**config.mk**
```make
export PLATFORM = sky130hd
export DESIGN_NAME = midi_track_event_splitter_core_flat
export DESIGN_NICKNAME = d
export VERILOG_FILES = /design/src/hdl/mtes_pkg.sv /design/src/hdl/mtes_if.sv /design/src/hdl/mtes_parser.sv /design/src/hdl/mtes_rsp_buf.sv /design/src/hdl/midi_track_event_splitter_core.sv /design/src/flat_wrapper.sv
export SDC_FILE = /design/constraint.sdc
export NUM_CORES = 1
export LEC_CHECK = 0
export BUFFER_PORTS_ARGS = -buffer_cell sky130_fd_sc_hd__buf_2
export CORE_MARGIN = 2
export CORE_UTILIZATION = 32
export CTS_CLUSTER_SIZE = 40
export DETAILED_ROUTE_END_ITERATION = 10
export GPL_TIMING_DRIVEN = 0
export PLACE_DENSITY_LB_ADDON = 0.3
export SLEW_MARGIN = 10
export SYNTH_ARGS = -nofsm -noshare
export SYNTH_HDL_FRONTEND = slang
export SYNTH_SLANG_ARGS = --single-unit
```
**constraint.sdc**
```tcl
create_clock -name clock -period 32 [get_ports clock]
set_input_delay 1.6 -clock clock [delete_from_list [all_inputs] [get_ports clock]]
set_output_delay 1.6 -clock clock [all_outputs]
set_load 0.02 [all_outputs]
```
**src/hdl/mtes_pkg.sv**
```systemverilog
`timescale 1ns / 1ps
// ----------------------------------------------------------------------------
// mtes_pkg
// Types and fixed constants shared by the MIDI track event splitter files.
// ----------------------------------------------------------------------------
package mtes_pkg;

   // result outcome codes
   localparam logic [1:0] OUTCOME_DONE  = 2'd0;
   localparam logic [1:0] OUTCOME_BAD   = 2'd1;
   localparam logic [1:0] OUTCOME_TRUNC = 2'd2;

   // status and meta codes, plus the track index limit
   localparam logic [7:0] META_STATUS   = 8'hFF;
   localparam logic [3:0] SYSTEM_NIBBLE = 4'hF;
   localparam logic [3:0] PROG_NIBBLE   = 4'hC;
   localparam logic [3:0] PRESS_NIBBLE  = 4'hD;
   localparam logic [7:0] META_EOT      = 8'h2F;
   localparam logic [7:0] META_TEMPO    = 8'h51;
   localparam logic [7:0] TRACK_LIMIT   = 8'hFF;

   typedef struct packed {
      logic [7:0]  track_number;
      logic [31:0] event_ticks;
      logic [7:0]  status_byte;
      logic        used_running;
      logic [31:0] event_offset;
      logic [31:0] event_length;
      logic        is_tempo;
      logic [31:0] tempo_value;
      logic [1:0]  outcome;
   } rsp_type;

endpackage

```
**src/hdl/mtes_if.sv**
```systemverilog
`timescale 1ns / 1ps
// ----------------------------------------------------------------------------
// mtes_req_if / mtes_rsp_if
// Valid/ready channels for the raw byte stream and for parsed event results.
// ----------------------------------------------------------------------------
interface mtes_req_if;
   logic       valid;
   logic       ready;
   logic [7:0] data_byte;

   modport source (output valid, output data_byte, input ready);
   modport sink (input valid, input data_byte, output ready);
endinterface

interface mtes_rsp_if;
   logic        valid;
   logic        ready;
   logic [7:0]  track_number;
   logic [31:0] event_ticks;
   logic [7:0]  status_byte;
   logic        used_running;
   logic [31:0] event_offset;
   logic [31:0] event_length;
   logic        is_tempo;
   logic [31:0] tempo_value;
   logic [1:0]  outcome;

   modport source (output valid, output track_number, output event_ticks,
                   output status_byte, output used_running, output event_offset,
                   output event_length, output is_tempo, output tempo_value,
                   output outcome, input ready);
   modport sink (input valid, input track_number, input event_ticks,
                 input status_byte, input used_running, input event_offset,
                 input event_length, input is_tempo, input tempo_value,
                 input outcome, output ready);
endinterface

```
**src/hdl/mtes_parser.sv**
```systemverilog
`timescale 1ns / 1ps
// ----------------------------------------------------------------------------
// mtes_parser
// Track parser state; one accepted byte updates it and may produce one event.
// ----------------------------------------------------------------------------
module mtes_parser #(
   parameter int MAX_VLQ_BYTES = 4
) (
   input  logic              clock,
   input  logic              reset,
   input  logic              step_valid,
   input  logic [7:0]        step_byte,
   output logic              res_valid,
   output mtes_pkg::rsp_type res
);
   import mtes_pkg::*;

   localparam int NB_W = $clog2(MAX_VLQ_BYTES + 1);
   localparam logic [NB_W:0] VLQ_LIMIT = (NB_W + 1)'(MAX_VLQ_BYTES);

   localparam logic [2:0] PH_HEADER = 3'd0;
   localparam logic [2:0] PH_DELTA  = 3'd1;
   localparam logic [2:0] PH_STATUS = 3'd2;
   localparam logic [2:0] PH_DATA   = 3'd3;
   localparam logic [2:0] PH_META   = 3'd4;
   localparam logic [2:0] PH_LEN    = 3'd5;
   localparam logic [2:0] PH_HALT   = 3'd6;

   logic [2:0]      phase_ff, phase_in;
   logic [1:0]      header_ff, header_in;
   logic [31:0]     bytes_left_ff, bytes_left_in;
   logic [31:0]     position_ff, position_in;
   logic [31:0]     ticks_ff, ticks_in;
   logic [31:0]     accum_ff, accum_in;
   logic [NB_W-1:0] nbytes_ff, nbytes_in;
   logic [7:0]      last_chan_ff, last_chan_in;
   logic [7:0]      status_ff, status_in;
   logic [31:0]     payload_ff, payload_in;
   logic [31:0]     start_ff, start_in;
   logic            running_ff, running_in;
   logic [7:0]      meta_ff, meta_in;
   logic [31:0]     tempo_ff, tempo_in;
   logic [7:0]      track_ff, track_in;

   logic [31:0] acc_vlq;
   logic [31:0] hdr_acc;
   logic [NB_W:0] nb_inc;
   logic        vlq_end;
   logic [7:0]  eff_status;
   logic [1:0]  need;
   logic [31:0] payload_dec;
   logic        bad;
   logic        done;
   logic        emit_en;
   logic [1:0]  outcome_sel;
   logic        wrap_track;
   logic        tempo_hit;
   logic        eot_hit;

   always_comb begin
      phase_in     = phase_ff;
      header_in    = header_ff;
      bytes_left_in = bytes_left_ff;
      position_in  = position_ff;
      ticks_in     = ticks_ff;
      accum_in     = accum_ff;
      nbytes_in    = nbytes_ff;
      last_chan_in = last_chan_ff;
      status_in    = status_ff;
      payload_in   = payload_ff;
      start_in     = start_ff;
      running_in   = running_ff;
      meta_in      = meta_ff;
      tempo_in     = tempo_ff;
      track_in     = track_ff;
      bad          = 1'b0;
      done         = 1'b0;
      emit_en      = 1'b0;
      outcome_sel  = OUTCOME_DONE;
      wrap_track   = 1'b0;

      acc_vlq     = {accum_ff[24:0], step_byte[6:0]};
      hdr_acc     = {accum_ff[23:0], step_byte};
      nb_inc      = {1'b0, nbytes_ff} + (NB_W + 1)'(1);
      vlq_end     = !step_byte[7] || (nb_inc >= VLQ_LIMIT);
      eff_status  = step_byte[7] ? step_byte : last_chan_ff;
      need        = (eff_status[7:4] inside {PROG_NIBBLE, PRESS_NIBBLE}) ? 2'd1 : 2'd2;
      need        = need - {1'b0, !step_byte[7]};
      payload_dec = payload_ff - 32'd1;

      if (step_valid && (phase_ff != PH_HALT)) begin
         if (phase_ff == PH_HEADER) begin
            accum_in  = hdr_acc;
            header_in = header_ff + 2'd1;
            if (header_ff == 2'd3) begin
               bytes_left_in = hdr_acc;
               header_in     = 2'd0;
               accum_in      = 32'd0;
               nbytes_in     = '0;
               position_in   = 32'd0;
               ticks_in      = 32'd0;
               last_chan_in  = 8'd0;
               if (hdr_acc == 32'd0) begin
                  wrap_track = 1'b1;
               end else begin
                  phase_in = PH_DELTA;
               end
            end
         end else begin
            position_in   = position_ff + 32'd1;
            bytes_left_in = bytes_left_ff - 32'd1;
            case (phase_ff)
               PH_DELTA: begin
                  accum_in  = acc_vlq;
                  nbytes_in = nb_inc[NB_W-1:0];
                  if (vlq_end) begin
                     ticks_in   = ticks_ff + acc_vlq;
                     accum_in   = 32'd0;
                     nbytes_in  = '0;
                     start_in   = position_in;
                     status_in  = 8'd0;
                     running_in = 1'b0;
                     meta_in    = 8'd0;
                     tempo_in   = 32'd0;
                     phase_in   = PH_STATUS;
                  end
               end
               PH_STATUS: begin
                  status_in  = eff_status;
                  running_in = !step_byte[7];
                  if (step_byte[7] && (step_byte[7:4] != SYSTEM_NIBBLE)) begin
                     last_chan_in = step_byte;
                  end
                  if (!eff_status[7]) begin
                     bad = 1'b1;
                  end else if (eff_status == META_STATUS) begin
                     phase_in = PH_META;
                  end else if (eff_status[7:4] == SYSTEM_NIBBLE) begin
                     accum_in  = 32'd0;
                     nbytes_in = '0;
                     phase_in  = PH_LEN;
                  end else begin
                     payload_in = {30'd0, need};
                     if (need == 2'd0) begin
                        done = 1'b1;
                     end else begin
                        phase_in = PH_DATA;
                     end
                  end
               end
               PH_META: begin
                  meta_in   = step_byte;
                  accum_in  = 32'd0;
                  nbytes_in = '0;
                  phase_in  = PH_LEN;
               end
               PH_LEN: begin
                  accum_in  = acc_vlq;
                  nbytes_in = nb_inc[NB_W-1:0];
                  if (vlq_end) begin
                     payload_in = acc_vlq;
                     accum_in   = 32'd0;
                     nbytes_in  = '0;
                     if (acc_vlq == 32'd0) begin
                        done = 1'b1;
                     end else begin
                        phase_in = PH_DATA;
                     end
                  end
               end
               PH_DATA: begin
                  if ((status_ff == META_STATUS) && (meta_ff == META_TEMPO)) begin
                     tempo_in = {tempo_ff[23:0], step_byte};
                  end
                  payload_in = payload_dec;
                  if (payload_dec == 32'd0) begin
                     done = 1'b1;
                  end
               end
               default: begin
               end
            endcase

            if (bad) begin
               emit_en     = 1'b1;
               outcome_sel = OUTCOME_BAD;
               phase_in    = PH_HALT;
            end else if (done) begin
               emit_en    = 1'b1;
               phase_in   = PH_DELTA;
               wrap_track = (bytes_left_in == 32'd0);
            end else if (bytes_left_in == 32'd0) begin
               // track ran out mid event; clear event fields if still in the delta
               if (phase_in == PH_DELTA) begin
                  start_in   = position_in;
                  status_in  = 8'd0;
                  running_in = 1'b0;
                  meta_in    = 8'd0;
                  tempo_in   = 32'd0;
               end
               emit_en     = 1'b1;
               outcome_sel = OUTCOME_TRUNC;
               wrap_track  = 1'b1;
            end
         end
      end

      tempo_hit = (status_in == META_STATUS) && (meta_in == META_TEMPO);
      eot_hit   = (status_in == META_STATUS) && (meta_in == META_EOT);

      res_valid = emit_en && !(eot_hit && (outcome_sel != OUTCOME_BAD));
      res.track_number = track_ff;
      res.event_ticks  = ticks_in;
      res.status_byte  = status_in;
      res.used_running = running_in;
      res.event_offset = start_in;
      res.event_length = position_in - start_in;
      res.is_tempo     = tempo_hit;
      res.tempo_value  = tempo_hit ? tempo_in : 32'd0;
      res.outcome      = outcome_sel;

      if (wrap_track) begin
         if (track_ff != TRACK_LIMIT) begin
            track_in = track_ff + 8'd1;
         end
         phase_in  = PH_HEADER;
         header_in = 2'd0;
         accum_in  = 32'd0;
         nbytes_in = '0;
      end
   end

   always_ff @(posedge clock) begin
      if (reset) begin
         phase_ff      <= PH_HEADER;
         header_ff     <= 2'd0;
         bytes_left_ff <= 32'd0;
         position_ff   <= 32'd0;
         ticks_ff      <= 32'd0;
         accum_ff      <= 32'd0;
         nbytes_ff     <= '0;
         last_chan_ff  <= 8'd0;
         status_ff     <= 8'd0;
         payload_ff    <= 32'd0;
         start_ff      <= 32'd0;
         running_ff    <= 1'b0;
         meta_ff       <= 8'd0;
         tempo_ff      <= 32'd0;
         track_ff      <= 8'd0;
      end else begin
         phase_ff      <= phase_in;
         header_ff     <= header_in;
         bytes_left_ff <= bytes_left_in;
         position_ff   <= position_in;
         ticks_ff      <= ticks_in;
         accum_ff      <= accum_in;
         nbytes_ff     <= nbytes_in;
         last_chan_ff  <= last_chan_in;
         status_ff     <= status_in;
         payload_ff    <= payload_in;
         start_ff      <= start_in;
         running_ff    <= running_in;
         meta_ff       <= meta_in;
         tempo_ff      <= tempo_in;
         track_ff      <= track_in;
      end
   end

`ifndef ASSERT_OFF
   a_halt_sticky: assert property (@(posedge clock) disable iff (reset)
      (phase_ff == PH_HALT) |=> (phase_ff == PH_HALT))
      else $error("parser left halt without reset");

   a_bad_halts: assert property (@(posedge clock) disable iff (reset)
      (res_valid && (res.outcome == OUTCOME_BAD)) |=> (phase_ff == PH_HALT))
      else $error("invalid status did not halt parser");

   a_trunc_wraps: assert property (@(posedge clock) disable iff (reset)
      (res_valid && (res.outcome == OUTCOME_TRUNC))
      |=> ((phase_ff == PH_HEADER) && (bytes_left_ff == 32'd0)))
      else $error("truncated event did not move to next track header");

   a_header_count: assert property (@(posedge clock) disable iff (reset)
      (phase_ff != PH_HEADER) |-> (header_ff == 2'd0))
      else $error("header byte count nonzero outside header");
`endif

endmodule

```
**src/hdl/mtes_rsp_buf.sv**
```systemverilog
`timescale 1ns / 1ps
// ----------------------------------------------------------------------------
// mtes_rsp_buf
// Two-entry result buffer; keeps the byte side moving while a result waits.
// ----------------------------------------------------------------------------
module mtes_rsp_buf (
   input  logic              clock,
   input  logic              reset,
   input  logic              push,
   input  mtes_pkg::rsp_type push_data,
   output logic              space,
   output logic              out_valid,
   input  logic              out_ready,
   output mtes_pkg::rsp_type out_data
);
   import mtes_pkg::*;

   rsp_type    entry_ff [2];
   logic       wr_ptr_ff, wr_ptr_in;
   logic       rd_ptr_ff, rd_ptr_in;
   logic [1:0] count_ff, count_in;
   logic       pop;

   assign space     = (count_ff != 2'd2);
   assign out_valid = (count_ff != 2'd0);
   assign out_data  = entry_ff[rd_ptr_ff];
   assign pop       = out_valid && out_ready;

   always_comb begin
      wr_ptr_in = push ? !wr_ptr_ff : wr_ptr_ff;
      rd_ptr_in = pop ? !rd_ptr_ff : rd_ptr_ff;
      count_in  = count_ff + {1'b0, push} - {1'b0, pop};
   end

   always_ff @(posedge clock) begin
      if (push) begin
         entry_ff[wr_ptr_ff] <= push_data;
      end
   end

   always_ff @(posedge clock) begin
      if (reset) begin
         wr_ptr_ff <= 1'b0;
         rd_ptr_ff <= 1'b0;
         count_ff  <= 2'd0;
      end else begin
         wr_ptr_ff <= wr_ptr_in;
         rd_ptr_ff <= rd_ptr_in;
         count_ff  <= count_in;
      end
   end

`ifndef ASSERT_OFF
   a_no_overflow: assert property (@(posedge clock) disable iff (reset)
      push |-> (count_ff != 2'd2))
      else $error("result pushed into full buffer");

   a_pop_drains: assert property (@(posedge clock) disable iff (reset)
      (pop && !push) |=> (count_ff == $past(count_ff) - 2'd1))
      else $error("buffer count did not drop on pop");

   a_ptr_gap: assert property (@(posedge clock) disable iff (reset)
      ((count_ff == 2'd0) || (count_ff == 2'd2)) |-> (wr_ptr_ff == rd_ptr_ff))
      else $error("buffer pointers disagree with count");
`endif

endmodule

```
**src/hdl/midi_track_event_splitter_core.sv**
```systemverilog
`timescale 1ns / 1ps
// ----------------------------------------------------------------------------
// midi_track_event_splitter_core
// Splits a stream of length-prefixed MIDI tracks into timed, classified events.
// ----------------------------------------------------------------------------
//   channel   dir   handshake      payload
//   req_chan  in    valid/ready    data_byte: next raw track byte
//   rsp_chan  out   valid/ready    one record per event, end-of-track excepted
//
// One byte is accepted per cycle unless stalled; an event record is buffered
// in the cycle after the byte that ends it. A two-entry result buffer sets
// the stall point: req_chan.ready drops only while both entries hold
// unclaimed records. Reset is synchronous; all parser state clears in the
// reset cycle. After an invalid status the block still takes and drops bytes.
// ----------------------------------------------------------------------------
module midi_track_event_splitter_core #(
   parameter int MAX_VLQ_BYTES = 4
) (
   input  logic       clock,
   input  logic       reset,
   mtes_req_if.sink   req_chan,
   mtes_rsp_if.source rsp_chan
);
   import mtes_pkg::*;

   logic    accept;
   logic    res_valid;
   rsp_type res;
   logic    space;
   logic    out_valid;
   rsp_type out_data;

   assign req_chan.ready = space;
   assign accept         = req_chan.valid && space;

   mtes_parser #(
      .MAX_VLQ_BYTES(MAX_VLQ_BYTES)
   ) u_parser (
      .clock     (clock),
      .reset     (reset),
      .step_valid(accept),
      .step_byte (req_chan.data_byte),
      .res_valid (res_valid),
      .res       (res)
   );

   mtes_rsp_buf u_rsp_buf (
      .clock    (clock),
      .reset    (reset),
      .push     (res_valid),
      .push_data(res),
      .space    (space),
      .out_valid(out_valid),
      .out_ready(rsp_chan.ready),
      .out_data (out_data)
   );

   assign rsp_chan.valid        = out_valid;
   assign rsp_chan.track_number = out_data.track_number;
   assign rsp_chan.event_ticks  = out_data.event_ticks;
   assign rsp_chan.status_byte  = out_data.status_byte;
   assign rsp_chan.used_running = out_data.used_running;
   assign rsp_chan.event_offset = out_data.event_offset;
   assign rsp_chan.event_length = out_data.event_length;
   assign rsp_chan.is_tempo     = out_data.is_tempo;
   assign rsp_chan.tempo_value  = out_data.tempo_value;
   assign rsp_chan.outcome      = out_data.outcome;

endmodule

```
**src/flat_wrapper.sv**
```systemverilog
// flat-port wrapper written by rule: the top's interface ports become plain ports
module midi_track_event_splitter_core_flat import mtes_pkg::*;
#(
   parameter int MAX_VLQ_BYTES = 4
)
  (clock, reset, req_chan_valid, req_chan_data_byte, req_chan_ready, rsp_chan_valid, rsp_chan_track_number, rsp_chan_event_ticks, rsp_chan_status_byte, rsp_chan_used_running, rsp_chan_event_offset, rsp_chan_event_length, rsp_chan_is_tempo, rsp_chan_tempo_value, rsp_chan_outcome, rsp_chan_ready);
  mtes_req_if req_chan_i ();
  mtes_rsp_if rsp_chan_i ();
  input  logic clock;
  input  logic reset;
  input wire logic [$bits(req_chan_i.valid)-1:0] req_chan_valid;
  input wire logic [$bits(req_chan_i.data_byte)-1:0] req_chan_data_byte;
  output wire logic [$bits(req_chan_i.ready)-1:0] req_chan_ready;
  output wire logic [$bits(rsp_chan_i.valid)-1:0] rsp_chan_valid;
  output wire logic [$bits(rsp_chan_i.track_number)-1:0] rsp_chan_track_number;
  output wire logic [$bits(rsp_chan_i.event_ticks)-1:0] rsp_chan_event_ticks;
  output wire logic [$bits(rsp_chan_i.status_byte)-1:0] rsp_chan_status_byte;
  output wire logic [$bits(rsp_chan_i.used_running)-1:0] rsp_chan_used_running;
  output wire logic [$bits(rsp_chan_i.event_offset)-1:0] rsp_chan_event_offset;
  output wire logic [$bits(rsp_chan_i.event_length)-1:0] rsp_chan_event_length;
  output wire logic [$bits(rsp_chan_i.is_tempo)-1:0] rsp_chan_is_tempo;
  output wire logic [$bits(rsp_chan_i.tempo_value)-1:0] rsp_chan_tempo_value;
  output wire logic [$bits(rsp_chan_i.outcome)-1:0] rsp_chan_outcome;
  input wire logic [$bits(rsp_chan_i.ready)-1:0] rsp_chan_ready;
  assign req_chan_i.valid = req_chan_valid;
  assign req_chan_i.data_byte = req_chan_data_byte;
  assign req_chan_ready = req_chan_i.ready;
  assign rsp_chan_valid = rsp_chan_i.valid;
  assign rsp_chan_track_number = rsp_chan_i.track_number;
  assign rsp_chan_event_ticks = rsp_chan_i.event_ticks;
  assign rsp_chan_status_byte = rsp_chan_i.status_byte;
  assign rsp_chan_used_running = rsp_chan_i.used_running;
  assign rsp_chan_event_offset = rsp_chan_i.event_offset;
  assign rsp_chan_event_length = rsp_chan_i.event_length;
  assign rsp_chan_is_tempo = rsp_chan_i.is_tempo;
  assign rsp_chan_tempo_value = rsp_chan_i.tempo_value;
  assign rsp_chan_outcome = rsp_chan_i.outcome;
  assign rsp_chan_i.ready = rsp_chan_ready;
  midi_track_event_splitter_core #(.MAX_VLQ_BYTES(MAX_VLQ_BYTES)) u_core (.clock(clock), .reset(reset), .req_chan(req_chan_i), .rsp_chan(rsp_chan_i));
endmodule
```
==> impl_metrics.tcl, run 1 <==
set metrics [dict create \
    status "finished clean" \
    synth_flop_cell "edfxtp_1" \
    wl_per_cell_um 19.14 \
    dr.first_iter.drc_count 1675 \
    port_buffers 161 \
    critPathCaptureType "register" \
    pwr-share-clk 0.415 \
    cts_sinks 559 \
    route.detailed.drc 0 \
    p_sw_frac 0.2721 \
    hpwl_um 55480 \
    synthTopCellsByCount "nor2_1, edfxtp_1, dfxtp_1" \
    hp-class "reg2reg" \
    postCtsSetupBuffers 0 \
    leakage_uw 0.01202 \
    worstReg2RegEnd "u_core.u_rsp_buf.entry_ff[1][66]" \
    drtAntennaViolNets 0 \
    max_cap_viol_count 0 \
    finalWirelength_um 78090 \
    netlist_area_um2 27090 \
    final_nets 2976 \
    fmax_ghz 0.1060 \
    worstPathArrival_ns 9.78 \
    synthesis.yosys.warnings 0 \
    dr.pass1.iters 5 \
    ys_async_sr_fraction 0 \
    grt_max_degree 55 \
    r2r_start "u_core.u_parser.bytes_left_ff[0]" \
    worstMarginPinSlew_ns 1.256 \
    num_rows 106 \
    die_x_um 294.9 \
    vias 20927 \
    rsz0062_at_grt "false" \
    setup-tns-final_ns 0 \
    clockRootBuffer "clkbuf_16" \
    cts_tree "built" \
    whs_endpoint "u_core.u_parser.nbytes_ff[2]" \
    seq_power_share 0.449 \
    power_density_nw_per_um2 54.96 \
    hold_start "u_core.u_parser.nbytes_ff[2]" \
    htreeDepth 2 \
    hold_depth 2 \
    clkTransAtPathRegs_ns 0.06 \
    avgSynthCellArea_um2 10.17 \
    cts_buffers 60 \
    pwr-share-comb 0.137 \
    finalClockSkew_ns 0.04838 \
    rrSetupSlack_ns 22.56 \
    core_um2 83690 \
    slew_headroom 0.1629 \
    synth_area_leader_cell "edfxtp_1" \
    io_pins 162 \
    critical_path.startpoint_type "register" \
    synth_seq_area_share 0.5225 \
    die_area_um2 86990 \
    synth_seq_cells 559 \
    area_growth_pct 16.54 \
    first_global_vias 19914 \
    report.final.slew_viol_count 0 \
    cts_buffer_depth 3 \
    grt_use_total 0.1755 \
    layout_min_cycle_time_ns 9.438 \
    p_switching_uw 472.0 \
    synthMostInstantiatedCell "nor2_1" \
    synth_edf_count 296 \
    layout-drive-gt1-share 0.1542 \
    hold_violations 0 \
    worstRegToRegCells 32 \
    finalCritPeriodShare 0.2949 \
    antenna_cells 0 \
    slowest_stage "nor3b_1" \
    start_util 0.3237 \
    avgViaCountPerCell 5.130 \
    peakVddDrop_mv 0.04724 \
    internal_power_uw 1263 \
    cts.hold.buffers_added 0 \
    cts_resized 0 \
    gr-total-overflow 0 \
    total_power_uw 1735 \
    cp.required_ns 32.34 \
    synth_fp_nets 2744 \
    grt_pass1_wl_um 119100 \
    die_h_um 294.9 \
    routabilityCongestion 0.9223 \
    synth_cell_types 89 \
    antenna_found_initial 1 \
    crit_type "reg2reg" \
    final-setup-viol-count 0 \
    synth.top_cell.area_share 0.3282 \
    insertion_delay_ns 0.65 \
    cp_max_fo 10 \
    cpPeakStageDelay_ns 0.66 \
    postSynthCellCount 2663 \
    synth.area.top_cells "edfxtp_1, dfxtp_1, mux2_2, nor2_1, ha_1" \
]
==> metal layers <==
metal,up-vias,GRT usage,share of wire
met5,-,0,0
met4,0,0.06483,0.037
met3,153,0.02714,0.062
met2,619,0.2826,0.45
met1,10002,0.2380,0.45
li1,10153,-,-
==> worst max-delay path, delay by kind of cell, from the launching register on <==
family,cells,cell delay (ns)
AND/OR/NAND/NOR,6,1.84
AO/OA/AOI/OAI,18,4.34
buffers and inverters,6,2.04
flip-flops,1,0.39
adder cells (fa/ha/maj),2,0.51
==> kinds of logic after synthesis <==
| group | share of synthesized area |
|---|---|
| AO/OA/AOI/OAI | 0.1367 |
| multiplexers | 0.07035 |
| adder cells (fa/ha/maj) | 0.03358 |
| flip-flops | 0.5225 |
| AND/OR/NAND/NOR | 0.1685 |
| buffers and inverters | 0.03118 |
| XOR/XNOR | 0.03714 |
==> power groups by stage <==
stage	Combinational [µW]	Clock, µW	Sequential [µW]
after detailed placement	235	0	793
after CTS	236	736	777
after floorplan	165	0	783
final	237	719	778
after global routing	259	763	778
after global placement	235	0	793
==> state kept, by name, indices dropped and copies added (netlist names), 2 cells and up, named ones only <==
register                       flops
u_core.u_parser.position_ff       32
u_core.u_parser.payload_ff        32
u_core.u_parser.tempo_ff          32
u_core.u_rsp_buf.entry_ff        296
u_core.u_rsp_buf.count_ff          2
u_core.u_parser.header_ff          2
u_core.u_parser.status_ff          8
u_core.u_parser.bytes_left_ff     32
u_core.u_parser.ticks_ff          32
u_core.u_parser.accum_ff          25
u_core.u_parser.nbytes_ff          3
u_core.u_parser.start_ff          32
u_core.u_parser.track_ff           8
u_core.u_parser.last_chan_ff       8
u_core.u_parser.phase_ff           3
u_core.u_parser.meta_ff            8
==> cells in the final DEF (no fill, tap or decap), types with 79 or more instances in the layout <==
master	instances
dfxtp_1	263
edfxtp_1	296
mux2_2	149
nand2_1	213
nor2_1	335
a21oi_1	143
nor2b_1	81
nor3_1	83
o21ai_0	152
a22oi_1	79
clkbuf_1	149
buf_2	164
==> per-stage QoR <==
| stage | instance area (µm²) | std cells | hold WS [ns] | utilization | setup slack, ns |
|---|---|---|---|---|---|
| after floorplan | 27090 | 2663 | 0.4233 | - | 21.08 |
| after global placement | 29310 | 3958 | 0.4366 | 0.3502 | 15.36 |
| after detailed placement | 29520 | 3967 | 0.4404 | 0.3528 | 22.49 |
| after CTS | 31570 | 4079 | 0.4489 | 0.3772 | 22.52 |
| after global routing | 31570 | 4079 | 0.4843 | 0.3772 | 21.64 |
| final | 31570 | 4079 | 0.4519 | 0.3772 | 22.56 |
==> area by class of cell <==
class	instances	area (µm²)
clock buffer	74	1615
fill	8331	52120
buffer	158	604.3
clock inverter	38	426.7
sequential	559	14150
timing repair buffer	170	1008
tap	1134	1419
inverter	64	240.2
multi-input combinational	1882	12100
==> worst max-delay path by stage <==
stage / from / slack, ns / end / cells after the start
global route: u_core.u_parser.bytes_left_ff[0] / 21.64 / u_core.u_rsp_buf.entry_ff[1][66] / 32
detailed placement: req_chan_data_byte[7] / 22.49 / u_core.u_rsp_buf.entry_ff[1][66] / 26
CTS: u_core.u_parser.bytes_left_ff[0] / 22.52 / u_core.u_rsp_buf.entry_ff[1][66] / 32
floorplan: u_core.u_parser.payload_ff[0] / 21.08 / u_core.u_rsp_buf.entry_ff[0][0] / 16
global placement: u_core.u_parser.payload_ff[0] / 15.36 / u_core.u_rsp_buf.entry_ff[0][134] / 16
finish: u_core.u_parser.bytes_left_ff[0] / 22.56 / u_core.u_rsp_buf.entry_ff[1][66] / 32
Power figures use the tool's default switching activity.
==> run 2: changes to the inputs <==
==> constraint.sdc (replaced) <==
create_clock -name clock -period 8.77 [get_ports clock]
set_input_delay 0.4385 -clock clock [delete_from_list [all_inputs] [get_ports clock]]
set_output_delay 0.4385 -clock clock [all_outputs]
set_load 0.02 [all_outputs]
==> run 2 against run 1 <==
  * Clock skew fell by 0.018 ns
  * Clock-buffer cell count grew 7
  * Via count is 0.36% higher
  * Die area unchanged
  * Critical path type unchanged
==> impl_metrics.tcl, run 2 (same netlist as run 1, synthesis figures left out) <==
set metrics [dict create \
    status "finished clean" \
    regMostFlops "u_core.u_rsp_buf.entry_ff" \
    avgViaCountPerCell 5.146 \
    cts_tree "built" \
    htreeDepth 2 \
    vias 21002 \
    whs_ns 0.1485 \
    final_common_cell "nor2_1" \
    cts_buffer_depth 3 \
    first_global_vias 19927 \
    slowest_stage "nor3_2" \
    max_cap_viol_count 0 \
    io_pins 162 \
    cts_sinks 559 \
    worstReg2RegEnd "u_core.u_rsp_buf.entry_ff[0][66]" \
    finalWirelength_um 78140 \
    die_h_um 294.9 \
    routabilityCongestion 0.9254 \
    layout_common_cells "nor2_1, edfxtp_1, dfxtp_1" \
    core_um2 83690 \
    cp.required_ns 9.12 \
    largest_reg_flops 296 \
    report.final.slew_viol_count 0 \
    fmax_ghz 0.1232 \
    final-setup-viol-count 0 \
    hold_depth 3 \
    slew_headroom 0.2528 \
    worstSetupStartpoint "u_core.u_parser.bytes_left_ff[4]" \
    hold_start "req_chan_valid" \
    rrSetupSlack_ns 0.65 \
    cts.hold.buffers_added 0 \
    hp-class "in2reg" \
    hpwl_um 55640 \
    dr.first_iter.drc_count 1725 \
    dr.pass1.iters 5 \
    worstMarginPinSlew_ns 1.121 \
    wl_per_cell_um 19.15 \
    rsz0062_at_grt "false" \
    grt_max_degree 55 \
    final_nets 2977 \
    r2r_start "u_core.u_parser.bytes_left_ff[4]" \
    whs_endpoint "u_core.u_parser.header_ff[1]" \
    clkTransAtPathRegs_ns 0.07 \
    grt_pass1_wl_um 119200 \
    cp_max_fo 19 \
    crit_type "reg2reg" \
    hold_violations 0 \
    num_rows 106 \
    layout_min_cycle_time_ns 8.119 \
    worstRegToRegCells 29 \
    power_density_nw_per_um2 197.4 \
    cts_buffers 59 \
    area_growth_pct 16.42 \
    critical_path.startpoint_type "register" \
    gr-total-overflow 0 \
    route.detailed.drc 0 \
    die_area_um2 86990 \
    insertion_delay_ns 0.64 \
    finalCritPeriodShare 0.9258 \
    cpPeakStageDelay_ns 0.49 \
    total_power_uw 6225 \
    drtAntennaViolNets 0 \
    antenna_found_initial 0 \
    layout-drive-gt1-share 0.1572 \
    start_util 0.3237 \
    worstPathArrival_ns 8.47 \
    finalClockSkew_ns 0.03032 \
    clockRootBuffer "clkbuf_16" \
    die_x_um 294.9 \
    grt_use_total 0.1755 \
    port_buffers 161 \
    leakage_uw 0.01200 \
    peakVddDrop_mv 0.1571 \
    critPathCaptureType "register" \
]
run 2: worst max-delay path: cells and delay by family (launching register included):
kind	cells	cell delay (ns)
adders and majority gates	1	0.31
and+or+nand+nor	4	1.02
AOI/OAI and AO/OA	19	4.93
DFF	1	0.30
buffers and inverters	5	1.26
run 2: what timing repair did:
item / in CTS / in global routing
resized for setup: 6 / 9
buffers inserted: 0 / 3
pin swaps: 0 / 2
setup endpoints to repair: 22 / 10
run 2: worst max path at each step:
stage / end / slack, ns
floorplan: u_core.u_rsp_buf.entry_ff[0][0] / 0.35
CTS: u_core.u_rsp_buf.entry_ff[0][66] / 0.33
global route: u_core.u_rsp_buf.entry_ff[0][66] / 0.02
finish: u_core.u_rsp_buf.entry_ff[0][66] / 0.65
detailed placement: u_core.u_rsp_buf.entry_ff[0][66] / -0.64
global placement: u_core.u_rsp_buf.entry_ff[0][134] / -3.77
run 2: area by class of cell:
cell class,count,area [µm²]
clock inverter,30,299.0
multi-input combinational,1882,12160
timing repair buffer,173,1023
tap,1134,1419
antenna,1,2.502
clock buffer,81,1630
buffer,157,609.3
sequential,559,14150
inverter,64,240.2
fill,8347,52150
run 2: through the flow:
step             util  TNS, ns  worst slack, ns  area (µm²)  std cells
3_5_place_dp   0.3527   -5.923          -0.6421       29520       3967
3_3_place_gp   0.3503  -988.21           -3.767       29310       3958
5_1_grt        0.3768        0          0.01898       31530       4080
2_1_floorplan       -        0           0.3499       27090       2663
6_report       0.3768        0           0.6510       31530       4081
4_1_cts        0.3759        0           0.3331       31460       4077
run 2: power breakdown:
group	switching, µW	internal (µW)
registers	75.1	2770
clock network	1080	1420
logic	571	313
run 2: per-layer routing:
| layer | GRT usage | up-vias | part of all wire |
|---|---|---|---|
| met4 | 0.05849 | 0 | 0.030 |
| met1 | 0.2363 | 10086 | 0.45 |
| li1 | - | 10163 | - |
| met2 | 0.2883 | 626 | 0.47 |
| met5 | 0 | - | 0 |
| met3 | 0.02616 | 127 | 0.058 |
==> run 3: changes to the inputs <==
==> constraint.sdc (replaced) <==
create_clock -name clock -period 8.35 [get_ports clock]
set_input_delay 0.4175 -clock clock [delete_from_list [all_inputs] [get_ports clock]]
set_output_delay 0.4175 -clock clock [all_outputs]
set_load 0.02 [all_outputs]
==> run 3 against run 2 <==
  * Combinational power increased by 6.1%
  * Sequential share of layout area down 0.24 points
  * Register-to-register slack got worse by 0.08 ns
  * Sequential power grew 5%
  * Worst hold slack got worse by 0.030 ns
  * Maximum frequency up 4.4%
  * Die area did not move
  * Clock skew is 0.0072 ns higher
  * Setup slack got worse by 0.076 ns
  * Largest power group unchanged
==> impl_metrics.tcl, run 3 (same netlist as run 1, synthesis figures left out) <==
set metrics [dict create \
    pwr-share-clk 0.411 \
    regMostFlops "u_core.u_rsp_buf.entry_ff" \
    nFillCells 8388 \
    cp_max_fo 19 \
    hp-class "in2reg" \
    rsz0062_at_grt "false" \
    dr.first_iter.drc_count 1622 \
    grt_use_total 0.1758 \
    grt_max_degree 55 \
    p_sw_frac 0.2725 \
    antenna_cells 0 \
    final_nets 2979 \
    worstMarginPinSlew_ns 1.037 \
    max_cap_viol_count 0 \
    io_pins 162 \
    layout_common_cells "nor2_1, edfxtp_1, dfxtp_1" \
    cp.required_ns 8.70 \
    rrSetupSlack_ns 0.58 \
    avgViaCountPerCell 5.182 \
    worstRegToRegCells 31 \
    hpwl_um 55860 \
    dr.pass1.iters 5 \
    status "finished clean" \
    clkTransAtPathRegs_ns 0.07 \
    layout-drive-gt1-share 0.1651 \
    cpPeakStageDelay_ns 0.55 \
    clockRootBuffer "clkbuf_16" \
    vias 21160 \
    route.detailed.drc 0 \
    final_common_cell "nor2_1" \
    layout_min_cycle_time_ns 7.775 \
    dr_wl_met2_um 36190 \
    antenna_found_initial 1 \
    insertion_delay_ns 0.64 \
    cts_buffer_depth 3 \
    routed-wl-met3_um 4083 \
    path_buf_inv 5 \
    top_layer "met5" \
    cts.hold.buffers_added 0 \
    worstReg2RegEnd "u_core.u_rsp_buf.entry_ff[0][59]" \
    r2r_start "u_core.u_parser.bytes_left_ff[4]" \
    cp_num_cells 31 \
    slew_headroom 0.3064 \
    met1_length_um 35540 \
    hold_violations 0 \
    worstSetupStartpoint "u_core.u_parser.bytes_left_ff[4]" \
    start_util 0.3237 \
    p_switching_uw 1813 \
    critPathCaptureType "register" \
    wl_per_cell_um 19.18 \
    total_power_uw 6655 \
    finalClockSkew_ns 0.03753 \
    finalCritPeriodShare 0.9311 \
    power_density_nw_per_um2 209.9 \
    regArea_um2 14150 \
    multi_input_area_um2 12190 \
    area_growth_pct 17.04 \
    setup-tns-final_ns 0 \
    final-setup-viol-count 0 \
    endpoint "u_core.u_rsp_buf.entry_ff[0][59]" \
    routabilityCongestion 0.9213 \
    num_rows 106 \
    cp_top_family "compound AO/OA/AOI/OAI gates" \
    cts_sinks 559 \
    peakVddDrop_mv 0.1406 \
    core_um2 83690 \
    drtAntennaViolNets 0 \
    final_util 0.3788 \
    first_global_vias 20015 \
    placed_area_um2 29510 \
    htreeDepth 2 \
    worstPathArrival_ns 8.13 \
    cts_buffers 59 \
    fmax_ghz 0.1286 \
    largest_reg_flops 296 \
    die_x_um 294.9 \
    leakage_uw 0.01209 \
    die_area_um2 86990 \
    gr-total-overflow 0 \
    slowest_stage "or3_1" \
    internal_power_uw 4842 \
    pwr-share-comb 0.141 \
    die_h_um 294.9 \
    port_buffers 161 \
    cts_tree "built" \
    finalWirelength_um 78290 \
    fin_area_um2 31700 \
    report.final.slew_viol_count 0 \
    critical_path.startpoint_type "register" \
    whs_ns 0.1181 \
    grt_pass1_wl_um 119600 \
    seq_power_share 0.448 \
    crit_type "reg2reg" \
]
[run 3: final cells by class]
class                           instances  share of cell area
Buffer                                157             0.01934
Clock buffer                           78             0.05269
Clock inverter                         34             0.01180
Inverter                               64            0.007578
Multi-Input combinational cell       1882              0.3845
Sequential cell                       559              0.4465
Tap cell                             1134             0.04476
Timing Repair Buffer                  175             0.03284
[run 3: per-layer routing]
| metal | GRT usage | vias to the layer above |
|---|---|---|
| met5 | 0 | - |
| met4 | 0.05923 | 2 |
| met3 | 0.02338 | 136 |
| met2 | 0.2876 | 604 |
| met1 | 0.2395 | 10257 |
| li1 | - | 10161 |
[run 3: stage by stage]
step           setup slack, ns  std cells
5_1_grt                0.03850       4083
3_3_place_gp            -3.312       3958
3_5_place_dp            -1.061       3966
4_1_cts                0.01714       4080
2_1_floorplan           0.3500       2663
6_report                0.5751       4083
[run 3: timing repair]
| action | CTS | global route |
|---|---|---|
| pin swaps | 1 | 1 |
| gates resized for setup | 8 | 22 |
| cloned | 0 | 0 |
| setup buffers | 3 | 3 |
| endpoints found under the setup margin | 32 | 24 |
[run 3: how the worst min path moves through the flow]
stage,start,end,slack [ns],cells past startpoint
5_1_grt,req_chan_valid,u_core.u_parser.header_ff[1],0.10,3
3_3_place_gp,u_core.u_parser.nbytes_ff[2],u_core.u_parser.nbytes_ff[2],0.43,2
4_1_cts,req_chan_valid,u_core.u_parser.header_ff[1],0.09,3
2_1_floorplan,u_core.u_parser.nbytes_ff[2],u_core.u_parser.nbytes_ff[2],0.42,2
3_5_place_dp,u_core.u_parser.nbytes_ff[2],u_core.u_parser.nbytes_ff[2],0.44,2
6_report,req_chan_valid,u_core.u_parser.header_ff[1],0.12,3
[run 3: worst min-delay path, delay by kind of cell]
kind                   cells  cell delay, ns
AND/OR/NAND/NOR            1            0.08
buffers and inverters      1            0.13
AO/OA/AOI/OAI              1            0.05
[run 3: power groups by stage]
stage,clock (µW),combinational [µW],sequential [µW]
2_1_floorplan,0,633,3000
3_3_place_gp,0,903,3040
3_5_place_dp,0,902,3040
4_1_cts,2790,923,2980
5_1_grt,2900,1020,2980
6_report,2730,938,2980
